## src/hw/rtl/raw_pkg.sv

```systemverilog
`timescale 1ns / 1ps

package raw_pkg;

    // Defaults for the top-level parameters
    localparam int MAX_WINDOW_DEF  = 64;
    localparam int SAMPLE_BITS_DEF = 16;

    // Fixed field widths
    localparam int WIN_W     = 7;
    localparam int AVG_W     = 24;
    localparam int FRAC_BITS = 8;

    localparam logic [WIN_W-1:0] WIN_RESET = 7'd5;

    // Front-to-back job queue
    localparam int QUEUE_DEPTH = 2;

    // APB register map
    localparam int APB_ADDR_W   = 3;
    localparam int APB_DATA_W   = 32;
    localparam int REG_IDX_LSB  = 2;
    localparam int REG_IDX_W    = APB_ADDR_W - REG_IDX_LSB;
    localparam logic [REG_IDX_W-1:0] REG_WINDOW_SIZE = '0;

    // Saturation limits of the average
    localparam logic signed [AVG_W-1:0] AVG_MAX = 24'sh7FFFFF;
    localparam logic signed [AVG_W-1:0] AVG_MIN = 24'sh800000;

    typedef enum logic {
        F_IDLE,
        F_UPD
    } t_front_state;

    typedef enum logic [1:0] {
        B_IDLE,
        B_DIV,
        B_DONE
    } t_back_state;

endpackage

```

## src/hw/rtl/raw_ram.sv

```systemverilog
`timescale 1ns / 1ps

module raw_ram #(
    parameter int WIDTH = 16,
    parameter int DEPTH = 64
) (
    input  logic                     i_clk,
    input  logic                     i_we,
    input  logic [$clog2(DEPTH)-1:0] i_waddr,
    input  logic [WIDTH-1:0]         i_wdata,
    input  logic [$clog2(DEPTH)-1:0] i_raddr,
    output logic [WIDTH-1:0]         o_rdata
);

    logic [WIDTH-1:0] r_mem [DEPTH];
    logic [WIDTH-1:0] r_rdata;

    always_ff @(posedge i_clk) begin
        if (i_we) begin
            r_mem[i_waddr] <= i_wdata;
        end
        r_rdata <= r_mem[i_raddr];
    end

    assign o_rdata = r_rdata;

endmodule

```

## src/hw/rtl/raw_front.sv

```systemverilog
`timescale 1ns / 1ps

module raw_front #(
    parameter int MAX_WINDOW  = raw_pkg::MAX_WINDOW_DEF,
    parameter int SAMPLE_BITS = raw_pkg::SAMPLE_BITS_DEF,
    localparam int PTR_W = $clog2(MAX_WINDOW),
    localparam int CNT_W = $clog2(MAX_WINDOW + 1),
    localparam int SUM_W = SAMPLE_BITS + $clog2(MAX_WINDOW) + 1
) (
    input  logic                          i_clk,
    input  logic                          i_rst_n,
    input  logic [raw_pkg::WIN_W-1:0]     i_window_size,
    input  logic                          i_valid,
    output logic                          o_ready,
    input  logic signed [SAMPLE_BITS-1:0] i_sample,
    output logic                          o_push_valid,
    input  logic                          i_push_ready,
    output logic signed [SUM_W-1:0]       o_push_sum,
    output logic [CNT_W-1:0]              o_push_count
);

    localparam int CMP_W = (raw_pkg::WIN_W > CNT_W) ? raw_pkg::WIN_W : CNT_W;

    raw_pkg::t_front_state r_state, n_state;

    logic signed [SUM_W-1:0]       r_sum;
    logic [CNT_W-1:0]              r_count;
    logic [PTR_W-1:0]              r_oldest;
    logic signed [SAMPLE_BITS-1:0] r_sample;
    logic [PTR_W-1:0]              r_slot;
    logic                          r_drop;
    logic                          r_add;

    logic [CMP_W-1:0]              w_win;
    logic [CMP_W-1:0]              w_max;
    logic                          w_full;
    logic [PTR_W:0]                w_slot_raw;
    logic [PTR_W-1:0]              w_slot;
    logic [PTR_W-1:0]              w_oldest_inc;
    logic                          w_accept;
    logic                          w_push;
    logic [SAMPLE_BITS-1:0]        w_rdata;
    logic signed [SAMPLE_BITS-1:0] w_old;
    logic signed [SUM_W-1:0]       n_sum;
    logic [CNT_W-1:0]              n_count;

    // Effective window, saturated at the store depth
    assign w_max  = CMP_W'(MAX_WINDOW);
    assign w_win  = (CMP_W'(i_window_size) > w_max) ? w_max : CMP_W'(i_window_size);
    assign w_full = CMP_W'(r_count) >= w_win;

    // Tail slot: oldest + count, modulo the store depth
    assign w_slot_raw = {1'b0, r_oldest} + (PTR_W + 1)'(r_count);
    assign w_slot = (w_slot_raw >= (PTR_W + 1)'(MAX_WINDOW))
                  ? PTR_W'(w_slot_raw - (PTR_W + 1)'(MAX_WINDOW))
                  : w_slot_raw[PTR_W-1:0];
    assign w_oldest_inc = (r_oldest == PTR_W'(MAX_WINDOW - 1)) ? '0 : r_oldest + 1'b1;

    assign w_accept = i_valid && o_ready;
    assign w_push   = o_push_valid && i_push_ready;

    // Oldest entry is read every cycle; data is ready in F_UPD
    raw_ram #(
        .WIDTH(SAMPLE_BITS),
        .DEPTH(MAX_WINDOW)
    ) u_store (
        .i_clk  (i_clk),
        .i_we   (w_push && r_add),
        .i_waddr(r_slot),
        .i_wdata(r_sample),
        .i_raddr(r_oldest),
        .o_rdata(w_rdata)
    );

    assign w_old = signed'(w_rdata);

    always_comb begin
        n_sum = r_sum;
        if (r_drop) begin
            n_sum = n_sum - SUM_W'(w_old);
        end
        if (r_add) begin
            n_sum = n_sum + SUM_W'(r_sample);
        end
        n_count = (r_add && !r_drop) ? CNT_W'(r_count + 1'b1) : r_count;
    end

    always_comb begin
        n_state      = r_state;
        o_ready      = 1'b0;
        o_push_valid = 1'b0;
        case (r_state)
            raw_pkg::F_IDLE: begin
                o_ready = 1'b1;
                if (i_valid) begin
                    n_state = raw_pkg::F_UPD;
                end
            end
            raw_pkg::F_UPD: begin
                o_push_valid = 1'b1;
                if (i_push_ready) begin
                    n_state = raw_pkg::F_IDLE;
                end
            end
            default: begin
                n_state = raw_pkg::F_IDLE;
            end
        endcase
    end

    assign o_push_sum   = n_sum;
    assign o_push_count = n_count;

    always_ff @(posedge i_clk) begin
        if (!i_rst_n) begin
            r_state  <= raw_pkg::F_IDLE;
            r_sum    <= '0;
            r_count  <= '0;
            r_oldest <= '0;
        end else begin
            r_state <= n_state;
            if (w_push) begin
                r_sum   <= n_sum;
                r_count <= n_count;
                if (r_drop) begin
                    r_oldest <= w_oldest_inc;
                end
            end
        end
    end

    always_ff @(posedge i_clk) begin
        if (w_accept) begin
            r_sample <= i_sample;
            r_slot   <= w_slot;
            r_drop   <= w_full && (r_count != '0);
            r_add    <= !(w_full && (r_count == '0));
        end
    end

    a_count_bound: assert property (@(posedge i_clk) disable iff (!i_rst_n)
        r_count <= CNT_W'(MAX_WINDOW))
        else $error("fill count above store depth");

    a_oldest_bound: assert property (@(posedge i_clk) disable iff (!i_rst_n)
        r_oldest <= PTR_W'(MAX_WINDOW - 1))
        else $error("oldest pointer outside store");

    a_accept_upd: assert property (@(posedge i_clk) disable iff (!i_rst_n)
        w_accept |=> (r_state == raw_pkg::F_UPD))
        else $error("accepted sample not followed by update");

endmodule

```

## src/hw/rtl/raw_queue.sv

```systemverilog
`timescale 1ns / 1ps

module raw_queue #(
    parameter int WIDTH = 30,
    parameter int DEPTH = raw_pkg::QUEUE_DEPTH
) (
    input  logic             i_clk,
    input  logic             i_rst_n,
    input  logic             i_push_valid,
    output logic             o_push_ready,
    input  logic [WIDTH-1:0] i_push_data,
    output logic             o_pop_valid,
    input  logic             i_pop_ready,
    output logic [WIDTH-1:0] o_pop_data
);

    localparam int PTR_W = $clog2(DEPTH);
    localparam int CNT_W = $clog2(DEPTH + 1);

    logic [WIDTH-1:0] r_mem [DEPTH];
    logic [PTR_W-1:0] r_wr;
    logic [PTR_W-1:0] r_rd;
    logic [CNT_W-1:0] r_cnt;
    logic             w_push;
    logic             w_pop;

    assign o_push_ready = r_cnt != CNT_W'(DEPTH);
    assign o_pop_valid  = r_cnt != '0;
    assign o_pop_data   = r_mem[r_rd];
    assign w_push       = i_push_valid && o_push_ready;
    assign w_pop        = o_pop_valid && i_pop_ready;

    always_ff @(posedge i_clk) begin
        if (!i_rst_n) begin
            r_wr  <= '0;
            r_rd  <= '0;
            r_cnt <= '0;
        end else begin
            if (w_push) begin
                r_wr <= (r_wr == PTR_W'(DEPTH - 1)) ? '0 : r_wr + 1'b1;
            end
            if (w_pop) begin
                r_rd <= (r_rd == PTR_W'(DEPTH - 1)) ? '0 : r_rd + 1'b1;
            end
            if (w_push && !w_pop) begin
                r_cnt <= r_cnt + 1'b1;
            end else if (w_pop && !w_push) begin
                r_cnt <= r_cnt - 1'b1;
            end
        end
    end

    always_ff @(posedge i_clk) begin
        if (w_push) begin
            r_mem[r_wr] <= i_push_data;
        end
    end

endmodule

```

## src/hw/rtl/raw_back.sv

```systemverilog
`timescale 1ns / 1ps

module raw_back #(
    parameter int MAX_WINDOW  = raw_pkg::MAX_WINDOW_DEF,
    parameter int SAMPLE_BITS = raw_pkg::SAMPLE_BITS_DEF,
    localparam int CNT_W = $clog2(MAX_WINDOW + 1),
    localparam int SUM_W = SAMPLE_BITS + $clog2(MAX_WINDOW) + 1
) (
    input  logic                              i_clk,
    input  logic                              i_rst_n,
    input  logic                              i_pop_valid,
    output logic                              o_pop_ready,
    input  logic signed [SUM_W-1:0]           i_sum,
    input  logic [CNT_W-1:0]                  i_count,
    output logic                              o_valid,
    input  logic                              i_ready,
    output logic signed [raw_pkg::AVG_W-1:0]  o_average,
    output logic [CNT_W-1:0]                  o_fill_count
);

    localparam int MAG_W  = SUM_W - 1 + raw_pkg::FRAC_BITS;
    localparam int STEP_W = $clog2(MAG_W);
    localparam int EXT_W  = (MAG_W > raw_pkg::AVG_W) ? MAG_W + 1 : raw_pkg::AVG_W + 1;
    localparam logic [EXT_W-1:0] POS_LIM = EXT_W'((1 << (raw_pkg::AVG_W - 1)) - 1);
    localparam logic [EXT_W-1:0] NEG_LIM = EXT_W'(1 << (raw_pkg::AVG_W - 1));

    raw_pkg::t_back_state r_state, n_state;

    logic [MAG_W-1:0]                 r_q;
    logic [CNT_W-1:0]                 r_rem;
    logic [CNT_W-1:0]                 r_div;
    logic [STEP_W-1:0]                r_step;
    logic                             r_neg;
    logic                             r_ovalid;
    logic signed [raw_pkg::AVG_W-1:0] r_avg;
    logic [CNT_W-1:0]                 r_fill;

    logic [SUM_W-1:0]                 w_abs;
    logic [CNT_W:0]                   w_trial;
    logic                             w_ge;
    logic [EXT_W-1:0]                 w_q_ext;
    logic signed [raw_pkg::AVG_W-1:0] w_result;
    logic                             w_load;
    logic                             w_out_free;

    assign w_abs = i_sum[SUM_W-1] ? SUM_W'(-i_sum) : SUM_W'(i_sum);

    // Restoring division, one quotient bit per cycle
    assign w_trial = {r_rem, r_q[MAG_W-1]};
    assign w_ge    = w_trial >= {1'b0, r_div};

    // Sign and saturate the magnitude quotient
    assign w_q_ext = EXT_W'(r_q);
    always_comb begin
        if (!r_neg) begin
            w_result = (w_q_ext > POS_LIM) ? raw_pkg::AVG_MAX
                                           : raw_pkg::AVG_W'(r_q);
        end else begin
            w_result = (w_q_ext > NEG_LIM) ? raw_pkg::AVG_MIN
                                           : raw_pkg::AVG_W'(-w_q_ext);
        end
    end

    assign w_out_free = !r_ovalid || i_ready;

    always_comb begin
        n_state     = r_state;
        o_pop_ready = 1'b0;
        w_load      = 1'b0;
        case (r_state)
            raw_pkg::B_IDLE: begin
                o_pop_ready = 1'b1;
                if (i_pop_valid) begin
                    n_state = (i_count == '0) ? raw_pkg::B_DONE : raw_pkg::B_DIV;
                end
            end
            raw_pkg::B_DIV: begin
                if (r_step == STEP_W'(MAG_W - 1)) begin
                    n_state = raw_pkg::B_DONE;
                end
            end
            raw_pkg::B_DONE: begin
                if (w_out_free) begin
                    w_load  = 1'b1;
                    n_state = raw_pkg::B_IDLE;
                end
            end
            default: begin
                n_state = raw_pkg::B_IDLE;
            end
        endcase
    end

    always_ff @(posedge i_clk) begin
        if (!i_rst_n) begin
            r_state  <= raw_pkg::B_IDLE;
            r_ovalid <= 1'b0;
        end else begin
            r_state <= n_state;
            if (w_load) begin
                r_ovalid <= 1'b1;
            end else if (i_ready) begin
                r_ovalid <= 1'b0;
            end
        end
    end

    always_ff @(posedge i_clk) begin
        if (o_pop_ready && i_pop_valid) begin
            r_neg  <= i_sum[SUM_W-1];
            r_q    <= {w_abs[SUM_W-2:0], raw_pkg::FRAC_BITS'(0)};
            r_rem  <= '0;
            r_div  <= i_count;
            r_step <= '0;
        end else if (r_state == raw_pkg::B_DIV) begin
            r_q    <= {r_q[MAG_W-2:0], w_ge};
            r_rem  <= w_ge ? CNT_W'(w_trial - {1'b0, r_div}) : w_trial[CNT_W-1:0];
            r_step <= r_step + 1'b1;
        end
        if (w_load) begin
            r_avg  <= w_result;
            r_fill <= r_div;
        end
    end

    assign o_valid      = r_ovalid;
    assign o_average    = r_avg;
    assign o_fill_count = r_fill;

    a_step_bound: assert property (@(posedge i_clk) disable iff (!i_rst_n)
        (r_state == raw_pkg::B_DIV) |-> (r_step < STEP_W'(MAG_W)))
        else $error("division step counter overran");

    a_rem_below_div: assert property (@(posedge i_clk) disable iff (!i_rst_n)
        (r_state == raw_pkg::B_DIV) |-> (r_rem < r_div))
        else $error("partial remainder not below divisor");

endmodule

```

## src/hw/rtl/running_average_window.sv

```systemverilog
`timescale 1ns / 1ps
// A job queue sits between the sample path and the bit-serial divider in the
//   back end, so new samples are accepted while a division runs, until the queue
//   is full. Quotient width MAG_W = SAMPLE_BITS + clog2(MAX_WINDOW) + 8.
// Reset (synchronous, active low): sum, fill count and ring pointer cleared,
//   window_size back to 5, no result pending. Sample store is not cleared.

module running_average_window #(
    parameter int MAX_WINDOW  = raw_pkg::MAX_WINDOW_DEF,
    parameter int SAMPLE_BITS = raw_pkg::SAMPLE_BITS_DEF,
    localparam int CNT_W  = $clog2(MAX_WINDOW + 1),
    localparam int IN_W   = ((SAMPLE_BITS + 7) / 8) * 8,
    localparam int OUT_W  = ((raw_pkg::AVG_W + CNT_W + 7) / 8) * 8
) (
    input  logic                             i_clk,
    input  logic                             i_rst_n,

    // Sample stream
    input  logic                             s_axis_tvalid,
    output logic                             s_axis_tready,
    input  logic [IN_W-1:0]                  s_axis_tdata,   // [sample]

    // Result stream
    output logic                             m_axis_tvalid,
    input  logic                             m_axis_tready,
    output logic [OUT_W-1:0]                 m_axis_tdata,   // [average, fill_count]

    // Register port
    input  logic                             psel,
    input  logic                             penable,
    input  logic                             pwrite,
    input  logic [raw_pkg::APB_ADDR_W-1:0]   paddr,
    input  logic [raw_pkg::APB_DATA_W-1:0]   pwdata,
    output logic [raw_pkg::APB_DATA_W-1:0]   prdata,
    output logic                             pready
);

    localparam int SUM_W = SAMPLE_BITS + $clog2(MAX_WINDOW) + 1;
    localparam int JOB_W = SUM_W + CNT_W;

    // Register file: window_size only
    logic [raw_pkg::WIN_W-1:0]     r_window_size;
    logic [raw_pkg::REG_IDX_W-1:0] w_reg_idx;
    logic                          w_cfg_wr;

    assign pready    = 1'b1;
    assign w_reg_idx = paddr[raw_pkg::APB_ADDR_W-1:raw_pkg::REG_IDX_LSB];
    assign w_cfg_wr  = psel && penable && pwrite && pready;
    assign prdata    = (w_reg_idx == raw_pkg::REG_WINDOW_SIZE)
                     ? raw_pkg::APB_DATA_W'(r_window_size) : '0;

    always_ff @(posedge i_clk) begin
        if (!i_rst_n) begin
            r_window_size <= raw_pkg::WIN_RESET;
        end else if (w_cfg_wr && (w_reg_idx == raw_pkg::REG_WINDOW_SIZE)) begin
            r_window_size <= pwdata[raw_pkg::WIN_W-1:0];
        end
    end

    // Front end: ring store, running sum and fill count. Each accepted
    // transaction reads the oldest entry, then in F_UPD updates state and
    // posts a (sum, count) job once the job queue takes it.
    logic                    w_push_valid;
    logic                    w_push_ready;
    logic signed [SUM_W-1:0] w_push_sum;
    logic [CNT_W-1:0]        w_push_count;

    raw_front #(
        .MAX_WINDOW (MAX_WINDOW),
        .SAMPLE_BITS(SAMPLE_BITS)
    ) u_front (
        .i_clk        (i_clk),
        .i_rst_n      (i_rst_n),
        .i_window_size(r_window_size),
        .i_valid      (s_axis_tvalid),
        .o_ready      (s_axis_tready),
        .i_sample     (signed'(s_axis_tdata[SAMPLE_BITS-1:0])),
        .o_push_valid (w_push_valid),
        .i_push_ready (w_push_ready),
        .o_push_sum   (w_push_sum),
        .o_push_count (w_push_count)
    );

    // Job queue decouples the sample path from the divider
    logic             w_pop_valid;
    logic             w_pop_ready;
    logic [JOB_W-1:0] w_pop_data;

    raw_queue #(
        .WIDTH(JOB_W),
        .DEPTH(raw_pkg::QUEUE_DEPTH)
    ) u_queue (
        .i_clk       (i_clk),
        .i_rst_n     (i_rst_n),
        .i_push_valid(w_push_valid),
        .o_push_ready(w_push_ready),
        .i_push_data ({w_push_count, w_push_sum}),
        .o_pop_valid (w_pop_valid),
        .i_pop_ready (w_pop_ready),
        .o_pop_data  (w_pop_data)
    );

    // Back end: sum * 256 / count, truncated toward zero, then saturated
    // to 24 bits. An empty window yields zero without dividing.
    logic signed [raw_pkg::AVG_W-1:0] w_average;
    logic [CNT_W-1:0]                 w_fill_count;

    raw_back #(
        .MAX_WINDOW (MAX_WINDOW),
        .SAMPLE_BITS(SAMPLE_BITS)
    ) u_back (
        .i_clk       (i_clk),
        .i_rst_n     (i_rst_n),
        .i_pop_valid (w_pop_valid),
        .o_pop_ready (w_pop_ready),
        .i_sum       (signed'(w_pop_data[SUM_W-1:0])),
        .i_count     (w_pop_data[JOB_W-1:SUM_W]),
        .o_valid     (m_axis_tvalid),
        .i_ready     (m_axis_tready),
        .o_average   (w_average),
        .o_fill_count(w_fill_count)
    );

    assign m_axis_tdata = OUT_W'({w_fill_count, w_average});

endmodule

```

## config.mk

```make
export PLATFORM = sky130hd
export DESIGN_NAME = running_average_window
export DESIGN_NICKNAME = d
export VERILOG_FILES = /design/src/hw/rtl/raw_pkg.sv /design/src/hw/rtl/raw_ram.sv /design/src/hw/rtl/raw_front.sv /design/src/hw/rtl/raw_queue.sv /design/src/hw/rtl/raw_back.sv /design/src/hw/rtl/running_average_window.sv
export SDC_FILE = /design/constraint.sdc
export NUM_CORES = 2
export LEC_CHECK = 0
export BUFFER_PORTS_ARGS = -buffer_cell sky130_fd_sc_hd__buf_2
export CAP_MARGIN = 20
export CORE_ASPECT_RATIO = 2
export CORE_UTILIZATION = 50
export CTS_BUF_LIST = sky130_fd_sc_hd__clkbuf_16
export DETAILED_ROUTE_END_ITERATION = 8
export PLACE_DENSITY = 0.69
export SYNTH_ARGS = -nofsm -noshare
export SYNTH_HDL_FRONTEND = slang
export SYNTH_SLANG_ARGS = --single-unit
```

## constraint.sdc

```tcl
create_clock -name i_clk -period 7.35 [get_ports i_clk]
set_input_delay 1.1025 -clock i_clk [delete_from_list [all_inputs] [get_ports i_clk]]
set_output_delay 1.1025 -clock i_clk [all_outputs]
set_load 0.01 [all_outputs]
```

==> qor.yml <==
grt:
  grt_usage_pct: 23.1
  antenna_found_initial: 2
  grt_pass1_wl_um: 178000
  grt_overflow: 0
  grt_pass1_vias: 28500
  grt_max_degree: 145
detailed_routing:
  drt_iter0_markers: 1930
  vias: 26700
  first_pass_iters: 8
  remaining_drc_errors: 0
  viasPerCell: 6.00
  drtAntennaViolNets: 0
  routedWlPerCell_um: 26.9
  wl_um: 120000
sta:
  setup_viol: 0
  rsz0062_at_grt: "no"
  worst-slew-pin-transition_ns: 1.15
  slew_viol_final: 0
  relSlewSlack_pct: 23.1
  final.setup.tns_ns: 0
  post-route-period-util_pct: 72.0
  max_clock_freq_ghz: 0.189
  fin_crit_ns: 5.29
  fin_worst_skew_ns: 0.0253
  hold_viol_final: 0
cts:
  cts_buffers: 101
  cts-root-buf: "clkbuf_16"
  cts.hold.buffers_added: 0
  cts.sinks: 1257
  postCtsResizedCells: 0
  cts_setup_buffers: 0
  cts_tree: "yes"
  htree_levels: 3
  clk_path_buf_depth: 3
  cts.clk_slew.worst_paths_ns: 0.07
  clock_latency_ns: 0.71
hold_path:
  holdCritPathClass: "reg -> reg"
synthesis:
  synthArstFlopShare_pct: 0
  avgSynthCellArea_um2: 18.2
  ys.flop_type: "edfxtp_1"
  syn_area_um2: 52300
  ys_seq_area_share_pct: 70.5
  yosysTopAreaCell: "edfxtp_1"
  yosys_warnings: 0
  yosysTopAreaCellShare_pct: 67.1
  synthCells: 2873
  synth_cell_types: 76
  synth-edff-count: 1169
  synth-seq-cells: 1257
  synthTopCellsByArea: "edfxtp_1, mux4_2, dfxtp_1, ha_1, nor2_1"
setup_path:
  crit_path_end_kind: "register"
  worst-setup-path-type: "reg -> reg"
  cp.arrival_ns: 5.88
  startpoint_type: "register"
  worst_ep_required_time_ns: 7.94
  critPathMaxFanout: 5
final_layout:
  layout-drive-gt1-share_pct: 23.5
  syn_to_final_growth_pct: 10.6
  nets: 3148
  utilization_pct: 55.8
  final_common_cell: "edfxtp_1"
  most-common-layout-cells: "edfxtp_1, mux4_2, nor2_1"
floorplan:
  num_rows: 167
  die_x_um: 231
  start_util_pct: 50.4
  fp.coreArea_um2: 104000
  ios: 125
  die-area_um2: 106000
  chipHeight_um: 459
power_and_ir_drop:
  clkPwrFrac_pct: 32.5
  total_power_uw: 16600
  p_per_area_nw_per_um2: 287
  swShare_pct: 26.5
  p_leak_uw: 0.0186
  p_int_uw: 12200
  combPwrFrac_pct: 16.1
  p_seq_share_pct: 51.5
  power_switching_uw: 4390
  worst_ir_drop_vdd_v: 0.000173
place:
  place_congestion: 0.913
  dp_hpwl_um: 78100
  port_buffers: 70
run:
  cap_violations: 0
run_status:
  status: "completed"
==> routing by layer <==
metal  up-vias  GRT usage (%)  part of all wire, %
li1      11700              -                    -
met5         -              0                    0
met1     13900           22.8                   32
met3       269           3.03                  4.1
met4         0           13.4                  6.0
met2       826           45.0                   58
==> per-stage QoR <==
stage | hold slack [ns] | cell area [µm²] | instances | setup WS, ns
final | 0.463 | 57800 | 4454 | 2.06
after global routing | 0.473 | 57800 | 4452 | 1.63
after CTS | 0.464 | 57800 | 4451 | 2.03
after detailed placement | 0.448 | 54500 | 4261 | 2.08
after global placement | 0.442 | 54500 | 4261 | 2.09
after floorplan | 0.426 | 52400 | 2898 | 2.98
==> synth_stat cells, types with 8 or more instances <==
master    instances
edfxtp_1       1169
mux4_2          336
nor2_1          161
nand2_1         142
o21ai_0         108
clkbuf_1         98
dfxtp_1          88
a21oi_1          86
ha_1             74
inv_1            67
xnor2_1          54
nor3_1           34
buf_1            33
xor2_1           33
mux2i_1          31
nand3_1          30
mux2_2           29
buf_4            27
nor2b_1          27
a21o_1           22
nand2b_1         21
a211oi_1         15
nand4_1          12
or3_1            12
a31oi_1           9
o21bai_1          9
nand3b_1          8
==> cells by family after synthesis <==
| family | after synthesis | share of synthesized area, % |
|---|---|---|
| flops | 1257 | 70.5 |
| other cells | 2 | 0.0144 |
| mux | 396 | 15.7 |
| simple gates | 490 | 4.43 |
| xor+xnor | 87 | 1.46 |
| fa+ha+maj | 78 | 1.92 |
| buf+inv | 235 | 1.91 |
| compound gates | 328 | 4.05 |
==> power groups by stage <==
stage               clock (µW)  combinational, µW  sequential [µW]
finish                    5380               2660             8530
global route              5700               2930             8560
CTS                       5470               2670             8520
detailed placement           0               2650             8680
global placement             0               2540             8660
floorplan                    0               1930             8650
==> sequential cells by signal, indices dropped and copies added, names as in the netlist, 5 cells and up, named ones only <==
name,flops
u_back.r_q,30
u_back.o_fill_count,7
u_queue.r_mem,60
u_front.u_store.r_mem,1024
u_front.r_oldest,6
u_back.r_div,7
r_window_size,7
u_front.r_sample,16
u_back.o_average,24
u_back.r_rem,7
u_back.r_step,5
u_front.r_sum,23
u_front.u_store.o_rdata,16
u_front.r_slot,6
u_front.r_count,7
==> cell type report <==
class / count / area, µm²
Fill cell: 7723 / 45800
Sequential cell: 1257 / 36900
Antenna cell: 3 / 7.51
Clock buffer: 101 / 2530
Timing Repair Buffer: 176 / 1180
Tap cell: 1352 / 1690
Clock inverter: 89 / 723
Multi-Input combinational cell: 1406 / 14500
Inverter: 70 / 264
==> critical path: stages, from the launching register on <==
cell and delay [ns]:
dfxtp_1 0.36, inv_1 0.05, ha_1 0.27, nor2b_1 0.14
o211ai_1 0.31, nand3_1 0.20, a41oi_1 0.43, o21a_1 0.36
o21ai_0 0.14, xor2_1 0.18, a21boi_0 0.25, inv_1 0.08
ha_1 0.34, inv_1 0.12, o21bai_1 0.08, a221o_1 0.39
o41ai_1 0.57, o21ai_0 0.22, xor2_1 0.19, and3_1 0.19
o31a_1 0.29
==> path summary, 6_finish.rpt <==
check	from	end	slack, ns	cells after the start
worst min register to register	u_back.r_div[0]	u_back.o_fill_count[0]	0.46	0
worst max-delay path	u_front.u_store.o_rdata[1]	u_front.r_sum[21]	2.06	20
worst max register to register	u_front.u_store.o_rdata[1]	u_front.r_sum[21]	2.06	20
worst min-delay path	u_back.r_div[0]	u_back.o_fill_count[0]	0.46	0
Note: power is estimated with default switching activity, not from simulation.
